`src/rtl/core/assert_macros.svh`:
```
// assertion macros for the rtl of the worker load table selector
// needs a clock named clk and an active-low reset named rst_n in the using scope
`ifndef ASSERT_MACROS_SVH
`define ASSERT_MACROS_SVH

// property checked on every rising edge while out of reset
`define ASSERT_CLK(label, prop, msg) \
    label: assert property (@(posedge clk) disable iff (!rst_n) prop) else $error(msg);

// property checked on every rising edge, reset included
`define ASSERT_ALWAYS(label, prop, msg) \
    label: assert property (@(posedge clk) prop) else $error(msg);

`endif

```
`src/rtl/core/wlts_pkg.sv`:
```
// types, codes and helper functions of the worker load table selector
// no dependencies
package wlts_pkg;

    typedef enum logic [1:0] {
        CMD_ADD      = 2'd0,
        CMD_REMOVE   = 2'd1,
        CMD_UPD_ALL  = 2'd2,
        CMD_UPD_CONN = 2'd3
    } cmd_t;

    typedef enum logic [1:0] {
        ST_IDLE,
        ST_REDUCE,
        ST_DONE
    } state_t;

    localparam logic [1:0] STATUS_OK      = 2'd0;
    localparam logic [1:0] STATUS_FULL    = 2'd1;
    localparam logic [1:0] STATUS_MISSING = 2'd2;

    localparam logic [1:0] REG_CPU_THR   = 2'd0;
    localparam logic [1:0] REG_QUEUE_THR = 2'd1;
    localparam logic [1:0] REG_CONN_THR  = 2'd2;

    localparam logic [6:0]  CPU_LIMIT         = 7'd100;
    localparam logic [6:0]  RESET_CPU_THR     = 7'd80;
    localparam logic [15:0] RESET_QUEUE_THR   = 16'd1000;
    localparam logic [19:0] RESET_CONN_THR    = 20'd10000;
    localparam int          MIN_FOR_REBALANCE = 2;

    typedef struct packed {
        logic [7:0]  id;
        logic [6:0]  cpu;
        logic [19:0] conn;
        logic [15:0] queue;
    } entry_t;

    // write strobes and payload broadcast to every cell
    typedef struct packed {
        logic        add_en;
        logic        rem_en;
        logic        upd_all_en;
        logic        upd_conn_en;
        logic [7:0]  id;
        logic [6:0]  cpu;
        logic [19:0] conn;
        logic [15:0] queue;
    } cell_ctl_t;

    // partial selection result carried through the compare tree
    typedef struct packed {
        logic        valid;
        logic [7:0]  lo_id;
        logic [6:0]  lo_cpu;
        logic [19:0] lo_conn;
        logic [7:0]  hi_id;
        logic [6:0]  hi_cpu;
        logic [19:0] hi_conn;
        logic [6:0]  mx_cpu;
        logic [15:0] mx_queue;
        logic [19:0] mx_conn;
    } sel_t;

    function automatic sel_t make_leaf(entry_t e, logic v);
        sel_t r;
        r.valid    = v;
        r.lo_id    = e.id;
        r.lo_cpu   = e.cpu;
        r.lo_conn  = e.conn;
        r.hi_id    = e.id;
        r.hi_cpu   = e.cpu;
        r.hi_conn  = e.conn;
        r.mx_cpu   = v ? e.cpu : 7'd0;
        r.mx_queue = v ? e.queue : 16'd0;
        r.mx_conn  = v ? e.conn : 20'd0;
        return r;
    endfunction

    // a is the earlier half of the table, so ties keep a
    function automatic sel_t sel_merge(sel_t a, sel_t b);
        sel_t r;
        r = a;
        if (!a.valid)
        begin
            r = b;
        end
        else if (b.valid)
        begin
            if (b.lo_cpu < a.lo_cpu || (b.lo_cpu == a.lo_cpu && b.lo_conn < a.lo_conn))
            begin
                r.lo_id   = b.lo_id;
                r.lo_cpu  = b.lo_cpu;
                r.lo_conn = b.lo_conn;
            end
            if (b.hi_cpu > a.hi_cpu || (b.hi_cpu == a.hi_cpu && b.hi_conn > a.hi_conn))
            begin
                r.hi_id   = b.hi_id;
                r.hi_cpu  = b.hi_cpu;
                r.hi_conn = b.hi_conn;
            end
            r.mx_cpu   = (b.mx_cpu > a.mx_cpu) ? b.mx_cpu : a.mx_cpu;
            r.mx_queue = (b.mx_queue > a.mx_queue) ? b.mx_queue : a.mx_queue;
            r.mx_conn  = (b.mx_conn > a.mx_conn) ? b.mx_conn : a.mx_conn;
        end
        return r;
    endfunction

endpackage

```
`src/rtl/core/wlts_tree.sv`:
```
// registered binary compare tree, each level registered, heap-ordered nodes
// depends on wlts_pkg
module wlts_tree import wlts_pkg::*; #(
    parameter int N      = 16,
    parameter int LEVELS = 4
) (
    input  logic clk,
    input  sel_t leaves [N],
    output sel_t root
);

    localparam int P = 1 << LEVELS;

    sel_t leaf_s   [P];
    sel_t node_reg [1:P-1];

    genvar i;
    generate
        for (i = 0; i < P; i++)
        begin : g_leaf
            if (i < N)
            begin : g_real
                assign leaf_s[i] = leaves[i];
            end
            else
            begin : g_pad
                assign leaf_s[i] = '0;
            end
        end

        for (i = 1; i < P; i++)
        begin : g_node
            if (2 * i >= P)
            begin : g_bottom
                always_ff @(posedge clk)
                begin
                    node_reg[i] <= sel_merge(leaf_s[2 * i - P], leaf_s[2 * i + 1 - P]);
                end
            end
            else
            begin : g_inner
                always_ff @(posedge clk)
                begin
                    node_reg[i] <= sel_merge(node_reg[2 * i], node_reg[2 * i + 1]);
                end
            end
        end
    endgenerate

    assign root = node_reg[1];

endmodule

```
`config.mk`:
```
export PLATFORM = sky130hd
export DESIGN_NAME = wlts_tree
export DESIGN_NICKNAME = d
export VERILOG_FILES = /design/src/rtl/core/assert_macros.svh /design/src/rtl/core/wlts_pkg.sv /design/src/rtl/core/wlts_tree.sv
export SDC_FILE = /design/constraint.sdc
export NUM_CORES = 2
export LEC_CHECK = 0
export BUFFER_PORTS_ARGS = -buffer_cell sky130_fd_sc_hd__buf_4
export CAP_MARGIN = 20
export CORE_AREA = 2 2 756 758
export DETAILED_ROUTE_END_ITERATION = 6
export DIE_AREA = 0 0 758 760
export SETUP_SLACK_MARGIN = 0.5
export SYNTH_ARGS = -nofsm -noshare
export SYNTH_HDL_FRONTEND = slang
export SYNTH_SLANG_ARGS = --single-unit
```
`constraint.sdc`:
```
create_clock -name clk -period 4.8 [get_ports clk]
set_clock_uncertainty 0.1 [all_clocks]
set_input_delay 0.72 -clock clk [delete_from_list [all_inputs] [get_ports clk]]
set_output_delay 0.72 -clock clk [all_outputs]
set_load 0.05 [all_outputs]
```
==> reports/summary.txt <==
Total negative slack = 0 ps
Startpoint types = input pin
Worst path required time = 5430 ps
DR pass1 iterations = 7
Leading area contributor after synthesis = dfxtp_1
Clk root buf = clkbuf_16
Remaining DRCs = 0
Largest net degree at the start of global routing = 36
Slew Limit Fails = 0
Io pins = 1,939
Die X-Extent = 758 um
CP max stage delay = 830 ps
Synth top area cells = dfxtp_1, mux2_2, ha_1
WL met2 = 253,000 um
Hold WC Path Type = in2reg
TritonCTS clock tree = done
Ys Warns = 0
Initial Utilization = 16.3%
PortBufs = 1,938
Fill cell total of the finished layout = 60.3k
WL per Instance = 27.4 um
Initial antenna violation count = 375
Measured slew at the worst slew-check pin = 1010 ps
Area delta synth->final = 53.7%
Global Route Usage Sum = 18.8%
Syn nets = 12.0k
Met1 wire length = 230,000 um
Final Setup Violations = 0
Asr flop ratio synth = 0%
Final Hold Fails = 0
Slowest CP cell = dlygate4sd3_1
Worst Path Buf+Inv = 5
Iter 0 DRT Violations = 4,330
Share of cells above drive strength 1 = 32.9%
EDFF count, synth = 0
Via count of the routed design = 81.9k
Clock Power Share = 31.0%
RSZ-0062 raised after global routing = false
Clk buf depth = 4
Comb power frac = 34.2%
Num CTS Buffers = 216
Yosys top cell area share = 37.1%
CORE AREA = 568,000 um^2
Routed length on met3 = 39,900 um
Fmax = 237 MHz
Crit-path cells = dlygate4sd3_1, buf_4, inv_1, ha_1, nand4_1, or2_2, nor3_1, nand2_1, and3_1, o32ai_4, buf_4, mux2_2, dlygate4sd3_1
GPL Wtd Cong = 0.947
Synth Area per Inst = 10.5 um^2
Seq/Total Area, Yosys = 37.1%
Die H = 760 um
Net switching power = 20,300 uW
H-tree levels = 4
Syn Inst Count = 8,784
Clock Pin Slew Worst Setup and Hold Paths = 60 ps
Rows = 277
FF+latch count, synth = 1,710
Post-DRT Antenna Nets = 0
Vias/cell = 3.99
Sw frac = 35.7%
Final Routed Wirelength = 563,000 um
Reg power frac = 34.9%
Grt total ovfl = 0
Dominant cell by count in the synthesized netlist = dfxtp_1
Crit Path Max Fanout = 35
Die area = 576,000 um^2
Top routing layer in use = met5
Clock sinks = 1,710
Period Utilization, post-route = 88.1%
LEAKAGE = 0.0667 uW
Top FF cell, synth = dfxtp_1
PwrDens = 401 nW/um^2
Hold_ws = 89.8 ps
Largest register FFs = 1,710
Synth cell count leaders = dfxtp_1, mux2_2, inv_1
Status = complete, no violations
Worst Path Arrival = 4860 ps
Peak supply drop = 347 uV
Setup CP Type = in2reg
Number of distinct library cells after synthesis = 76
Cell internal pwr = 36,600 uW
Worst rel slew slack = 32.8%
Global-route wire length before repair = 731,000 um
Post-synthesis instance area = 92,300 um^2
CP endpoint kind = flip-flop
Vias in the first global route = 84.5k
Worst skew pair latency = 960 ps
Post-layout minimum cycle time = 4230 ps
Post-cts sizing count = 0
MaxCap Viol Count = 0
# nets final = 15.8k
CP top delay family = buffers and inverters
Detailed placer's ending HPWL = 485,000 um
[kinds of logic (layout without fill, tap and decap cells)]
group	count (synthesis)	after routing	synth area share [%]
compound gates	1230	1230	9.00
fa+ha+maj	1440	1440	19.5
buf+inv	1746	5721	7.87
flops	1710	1710	37.1
mux	1688	1688	20.7
other cells	0	233	0
simple gates	970	970	5.81
[per-layer routing]
layer  GRT usage [%]  up-vias
met1            22.1    39200
met3            5.22     1131
met2            30.3     2953
met5               0        -
li1                -    38500
met4            11.0      178
[cells in the final DEF (no fill, tap or decap), drive strengths merged, types with 149 or more instances in the layout]
cell type	n
inv	1509
clkbuf	293
a21oi	321
nor2	149
dlygate4sd3	1770
mux2	1688
buf	2059
ha	1440
o21ai	219
diode	233
nand4	228
dfxtp	1710
a21o	305
[worst register-to-register path: cells and delay by family, from the launching register on]
family / cells / cell delay, ps
muxes: 1 / 440
DFF: 1 / 350
buffers and inverters: 2 / 710
AOI/OAI and AO/OA: 6 / 1570
adders and majority gates: 1 / 310
[area by class of cell]
cell class | count | area (um^2) | area share (%)
clock buffers | 293 | 6200 | 4.37
multi-input cells | 5328 | 51100 | 36.0
diodes | 233 | 583 | 0.411
repair buffers | 3829 | 33300 | 23.5
flip-flops and latches | 1710 | 34200 | 24.1
inverters | 1489 | 5590 | 3.94
clock inverters | 110 | 1410 | 0.996
well taps | 7533 | 9430 | 6.64
[power by group through the flow]
stage | registers, uW | logic [uW] | clock network (uW)
after floorplan | 18200 | 11400 | 0
after global placement | 20200 | 17500 | 0
after detailed placement | 20200 | 17700 | 0
after CTS | 19900 | 19500 | 18100
after global routing | 20100 | 20900 | 18600
final | 19900 | 19400 | 17600
[worst paths after layout]
| check | start | endpoint | slack, ps | cells after the start |
|---|---|---|---|---|
| max | leaves[398] | node_reg[0][1654] | 570 | 13 |
| min | leaves[679] | node_reg[0][1591] | 90 | 2 |
| max reg2reg | node_reg[0][1418] | node_reg[0][751] | 1090 | 10 |
| min reg2reg | node_reg[0][1654] | node_reg[0][856] | 310 | 1 |
[through the flow]
stage / std cells / power [uW] / utilization, % / instance area, um^2 / setup slack, ps
2_1_floorplan: 8784 / 29600 / - / 92300 / 1770
3_3_place_gp: 18100 / 37700 / 20.4 / 116000 / -654
3_5_place_dp: 18100 / 37800 / 20.4 / 116000 / 376
4_1_cts: 20300 / 57500 / 24.9 / 141000 / 587
5_1_grt: 20500 / 59600 / 25.0 / 142000 / 530
6_report: 20500 / 56900 / 25.0 / 142000 / 574
[what timing repair did]
item / CTS / global route
endpoints found under the setup margin: 0 / 29
endpoints found under the hold margin: 889 / 0
hold buffers: 1770 / 0
setup buffers: 0 / 2
Power figures use the tool's default switching activity.
