$ cat src/rtl/core/assert_macros.svh
// assertion macros for the rtl of the worker load table selector
// needs a clock named clk and an active-low reset named rst_n in the using scope
`ifndef ASSERT_MACROS_SVH
`define ASSERT_MACROS_SVH

// property checked on every rising edge while out of reset
`define ASSERT_CLK(label, prop, msg) \
    label: assert property (@(posedge clk) disable iff (!rst_n) prop) else $error(msg);

// property checked on every rising edge, reset included
`define ASSERT_ALWAYS(label, prop, msg) \
    label: assert property (@(posedge clk) prop) else $error(msg);

`endif

$ cat src/rtl/core/wlts_pkg.sv
// types, codes and helper functions of the worker load table selector
// no dependencies
package wlts_pkg;

    typedef enum logic [1:0] {
        CMD_ADD      = 2'd0,
        CMD_REMOVE   = 2'd1,
        CMD_UPD_ALL  = 2'd2,
        CMD_UPD_CONN = 2'd3
    } cmd_t;

    typedef enum logic [1:0] {
        ST_IDLE,
        ST_REDUCE,
        ST_DONE
    } state_t;

    localparam logic [1:0] STATUS_OK      = 2'd0;
    localparam logic [1:0] STATUS_FULL    = 2'd1;
    localparam logic [1:0] STATUS_MISSING = 2'd2;

    localparam logic [1:0] REG_CPU_THR   = 2'd0;
    localparam logic [1:0] REG_QUEUE_THR = 2'd1;
    localparam logic [1:0] REG_CONN_THR  = 2'd2;

    localparam logic [6:0]  CPU_LIMIT         = 7'd100;
    localparam logic [6:0]  RESET_CPU_THR     = 7'd80;
    localparam logic [15:0] RESET_QUEUE_THR   = 16'd1000;
    localparam logic [19:0] RESET_CONN_THR    = 20'd10000;
    localparam int          MIN_FOR_REBALANCE = 2;

    typedef struct packed {
        logic [7:0]  id;
        logic [6:0]  cpu;
        logic [19:0] conn;
        logic [15:0] queue;
    } entry_t;

    // write strobes and payload broadcast to every cell
    typedef struct packed {
        logic        add_en;
        logic        rem_en;
        logic        upd_all_en;
        logic        upd_conn_en;
        logic [7:0]  id;
        logic [6:0]  cpu;
        logic [19:0] conn;
        logic [15:0] queue;
    } cell_ctl_t;

    // partial selection result carried through the compare tree
    typedef struct packed {
        logic        valid;
        logic [7:0]  lo_id;
        logic [6:0]  lo_cpu;
        logic [19:0] lo_conn;
        logic [7:0]  hi_id;
        logic [6:0]  hi_cpu;
        logic [19:0] hi_conn;
        logic [6:0]  mx_cpu;
        logic [15:0] mx_queue;
        logic [19:0] mx_conn;
    } sel_t;

    function automatic sel_t make_leaf(entry_t e, logic v);
        sel_t r;
        r.valid    = v;
        r.lo_id    = e.id;
        r.lo_cpu   = e.cpu;
        r.lo_conn  = e.conn;
        r.hi_id    = e.id;
        r.hi_cpu   = e.cpu;
        r.hi_conn  = e.conn;
        r.mx_cpu   = v ? e.cpu : 7'd0;
        r.mx_queue = v ? e.queue : 16'd0;
        r.mx_conn  = v ? e.conn : 20'd0;
        return r;
    endfunction

    // a is the earlier half of the table, so ties keep a
    function automatic sel_t sel_merge(sel_t a, sel_t b);
        sel_t r;
        r = a;
        if (!a.valid)
        begin
            r = b;
        end
        else if (b.valid)
        begin
            if (b.lo_cpu < a.lo_cpu || (b.lo_cpu == a.lo_cpu && b.lo_conn < a.lo_conn))
            begin
                r.lo_id   = b.lo_id;
                r.lo_cpu  = b.lo_cpu;
                r.lo_conn = b.lo_conn;
            end
            if (b.hi_cpu > a.hi_cpu || (b.hi_cpu == a.hi_cpu && b.hi_conn > a.hi_conn))
            begin
                r.hi_id   = b.hi_id;
                r.hi_cpu  = b.hi_cpu;
                r.hi_conn = b.hi_conn;
            end
            r.mx_cpu   = (b.mx_cpu > a.mx_cpu) ? b.mx_cpu : a.mx_cpu;
            r.mx_queue = (b.mx_queue > a.mx_queue) ? b.mx_queue : a.mx_queue;
            r.mx_conn  = (b.mx_conn > a.mx_conn) ? b.mx_conn : a.mx_conn;
        end
        return r;
    endfunction

endpackage

$ cat src/rtl/core/wlts_cell.sv
// one table slot of the worker load table selector chain
// depends on wlts_pkg
module wlts_cell import wlts_pkg::*; #(
    parameter int IDX = 0,
    parameter int CW  = 5
) (
    input  logic          clk,
    input  logic [CW-1:0] count,
    input  cell_ctl_t     ctl,
    input  logic          found_in,
    output logic          found_out,
    input  entry_t        nbr,
    output entry_t        ent,
    output sel_t          leaf
);

    entry_t ent_reg;
    entry_t ent_next;
    logic   valid;
    logic   match;
    logic   first;

    assign valid     = count > CW'(IDX);
    assign match     = valid && (ent_reg.id == ctl.id);
    assign found_out = found_in | match;
    assign first     = match & ~found_in;

    always_comb
    begin
        ent_next = ent_reg;
        if (ctl.add_en && count == CW'(IDX))
        begin
            ent_next.id    = ctl.id;
            ent_next.cpu   = '0;
            ent_next.conn  = '0;
            ent_next.queue = '0;
        end
        else if (ctl.rem_en && found_out)
        begin
            // close the gap: take the neighbor's entry
            ent_next = nbr;
        end
        else if (ctl.upd_all_en && first)
        begin
            ent_next.cpu   = ctl.cpu;
            ent_next.conn  = ctl.conn;
            ent_next.queue = ctl.queue;
        end
        else if (ctl.upd_conn_en && first)
        begin
            ent_next.conn = ctl.conn;
        end
    end

    always_ff @(posedge clk)
    begin
        ent_reg <= ent_next;
    end

    assign ent  = ent_reg;
    assign leaf = make_leaf(ent_reg, valid);

endmodule

$ cat config.mk
export PLATFORM = sky130hd
export DESIGN_NAME = wlts_cell
export DESIGN_NICKNAME = d
export VERILOG_FILES = /design/src/rtl/core/assert_macros.svh /design/src/rtl/core/wlts_pkg.sv /design/src/rtl/core/wlts_cell.sv
export SDC_FILE = /design/constraint.sdc
export NUM_CORES = 1
export LEC_CHECK = 0
export BUFFER_PORTS_ARGS = -buffer_cell sky130_fd_sc_hd__buf_2
export CAP_MARGIN = 20
export CORE_ASPECT_RATIO = 0.6
export CORE_MARGIN = 10
export CORE_UTILIZATION = 35
export DETAILED_ROUTE_END_ITERATION = 12
export PLACE_DENSITY = 0.78
export SLEW_MARGIN = 20
export SYNTH_ARGS = -nofsm -noshare
export SYNTH_HDL_FRONTEND = slang
export SYNTH_SLANG_ARGS = --single-unit
$ cat constraint.sdc
create_clock -name clk -period 2.61 [get_ports clk]
set_clock_uncertainty 0.15 [all_clocks]
set_input_delay 0.522 -clock clk [delete_from_list [all_inputs] [get_ports clk]]
set_output_delay 0.522 -clock clk [all_outputs]
set_load 0.02 [all_outputs]
==> impl_metrics.csv <==
group,metric,value,unit
status,status,"completed",
routing,vias_per_cell,4.93,
placement,io_buffers,278,
worst_setup_path,ff2ff_setup_slack,0.54,ns
synth,synthCells,310,
worst_setup_path,path_max_fanout,6,
routing,firstDrtPassIters,4,
power_and_ir_drop,clkPwrFrac,27.1,%
floorplan,dieWidth,143,um
routing,drc_errors,0,
routing,drtAntennaViolNets,0,
cts,numCtsBuffers,5,
cts,cts_tree,"done",
synth,synthesis.nets,423,
routing,dr_wl_met2,6.14,mm
final_layout,syn2layout_area_growth,38.2,%
synth,yosysMostFrequentCell,"buf_4",
worst_setup_path,start_kind,"flop",
power_and_ir_drop,p_total,3120,uW
synth,synth.top_cells.by_area,"dfxtp_1 27%, buf_4 18%, o221a_2 15%",
power_and_ir_drop,power_switching,1160,uW
min_path,hold_path_class,"primary input to flop",
worst_setup_path,worstPathCellList,"xor2_1, nor4_1, buf_4, a31oi_4, inv_1, buf_2",
routing,wirelength,12.3,mm
routing,wl_met1,4.74,mm
worst_setup_path,crit_required,1.94,ns
worst_setup_path,slowest_delay,0.45,ns
sta,rsz0062_at_grt,"no",
sta,whs,0.384,ns
synth,synthTopCellsByCount,"74 x buf_4, 43 x and2_1, 43 x dfxtp_1, 43 x o221a_2, 43 x o22a_1",
final_layout,drive_gt1_share,70.1,%
synth,synth_seq_cells,51,
synth,synth_area_leader_cell,"dfxtp_1",
routing,met3WireLength,1.34,mm
cts,ctsRootBufferMaster,"clkbuf_16",
sta,setup_viol,0,
power_and_ir_drop,pwr-share-seq,32.8,%
global_routing,grt_antenna_before_repair,0,
worst_setup_path,cp.arrival,1.79,ns
synth,syn_area_per_cell,10.2,sq um
synth,synth-edff-count,8,
placement,gp_congestion,0.783,
run,max_cap_viol_count,0,
floorplan,num_io_pins,279,
synth,synth-seq-area-share,34.8,%
floorplan,die_h,93.6,um
power_and_ir_drop,vdd_ir_drop_max,0.285,mV
power_and_ir_drop,power_frac_comb,40.1,%
worst_setup_path,setup.worst_path.class,"flop to primary output",
final_layout,post-route-util,50.5,%
floorplan,die_area,13400,sq um
floorplan,start_util,36.5,%
floorplan,num_rows,26,
sta,fmax,0.406,GHz
global_routing,grt_pass1_wl,18.2,mm
worst_setup_path,slowest_stage,"edfxtp_1",
cts,htreeDepth,2,
power_and_ir_drop,p_leak,0.00206,uW
worst_setup_path,crit_buf_inv,3,
power_and_ir_drop,p_sw_share,37.1,%
synth,synthFlopType,"dfxtp_1",
sta,timing.setup.tns,0,ns
power_and_ir_drop,p_per_area,714,nW/um^2
global_routing,grt_pass1_vias,3342,
cts,clk_path_buf_depth,2,
routing,wl_per_cell,19.8,um
synth,synthArstFlopShare,0,%
sta,min_period_over_period,94.5,%
final_layout,antenna_cells,0,
final_layout,largest_register_ffs,51,
worst_setup_path,end_kind,"primary output",
sta,hold_viol,0,
final_layout,fin_nets,623,
worst_setup_path,critical_path.top_delay_family,"flip-flops",
routing,num_vias,3074,
synth,yosys_warnings,0,
sta,tightest_slew,0.969,ns
final_layout,fill_cells,839,
global_routing,grt_overflow,0,
routing,drt_iter0_drc,152,
global_routing,grt_max_degree,28,
synth,ys_types,25,
routing,routed.top_layer,"met4",
cts,hold_buffers,0,
sta,slew_viol_final,0,
cts,clock-sinks,51,
synth,synth_top_area_share,27.2,%
floorplan,core_area,8650,sq um
power_and_ir_drop,p_int,1960,uW
synth,syn-cell-area,3160,sq um
sta,slew-limit-headroom,35.4,%
cts,clk_latency,0.29,ns
sta,min_period,2.47,ns
global_routing,grt_use_total,16.9,%
cts,clk_pin_slew,0.07,ns
placement,place_hpwl,10.1,mm
==> layout make-up <==
cell class              instances  area [sq um]  area share [%]
clock buffers                   5           125            2.87
flip-flops and latches         51          1100            25.2
well taps                     112           140            3.21
repair buffers                290          1510            34.5
multi-input cells             160          1420            32.5
clock inverters                 3          66.3            1.52
inverters                       2          7.51           0.172
==> worst paths after layout <==
path,from,endpoint,depth (start not counted)
max,ent[45],found_out,6
min,nbr[47],ent[47],2
min reg2reg,ent[0],ent[0],1
max reg2reg,ent[45],ent[48],6
==> worst register-to-register path, stage by stage, from the launching register on <==
cell	delay, ns
edfxtp_1	0.45
xor2_1	0.17
nor4_1	0.33
buf_4	0.18
a31oi_4	0.13
o21ai_0	0.17
buf_4	0.20
==> metrics by stage <==
step | instances | worst slack, ns | instance area, sq um
final | 623 | 0.144 | 4370
after global routing | 623 | 0.0695 | 4370
after CTS | 623 | 0.0806 | 4360
after detailed placement | 615 | 0.204 | 4170
after global placement | 615 | 0.213 | 4170
after floorplan | 310 | 0.000225 | 3160
==> placed cells by master (no fill, tap or decap), types with 5 or more instances in the layout <==
cell,instances
dfxtp_1,43
edfxtp_1,8
o221a_2,43
buf_4,10
xor2_1,8
and2_1,43
mux2_2,8
clkbuf_16,5
o22a_1,43
buf_2,278
==> power by group through the flow <==
stage | combinational, uW | sequential [uW] | clock [uW]
4_1_cts | 1270 | 1020 | 866
3_5_place_dp | 1270 | 1040 | 0
2_1_floorplan | 811 | 1150 | 0
6_report | 1250 | 1020 | 844
3_3_place_gp | 1260 | 1030 | 0
5_1_grt | 1330 | 1040 | 900
==> what timing repair did <==
action                                  in CTS  in global routing
resized for setup                            0                  1
setup buffers                                0                  0
endpoints found under the setup margin       0                  1
==> metal layers <==
layer | vias up | GRT usage (%)
met3 | 6 | 8.03
met4 | 0 | 3.33
met5 | - | 0
li1 | 1485 | -
met2 | 156 | 30.3
met1 | 1427 | 17.9
==> kinds of logic after synthesis <==
group | share of synthesized area [%]
muxes | 2.85
DFF | 34.8
buffers and inverters | 21.2
AOI/OAI and AO/OA | 28.8
xor gates and xnor gates | 2.22
and+or+nand+nor | 10.1
Note: power is estimated with default switching activity, not from simulation.
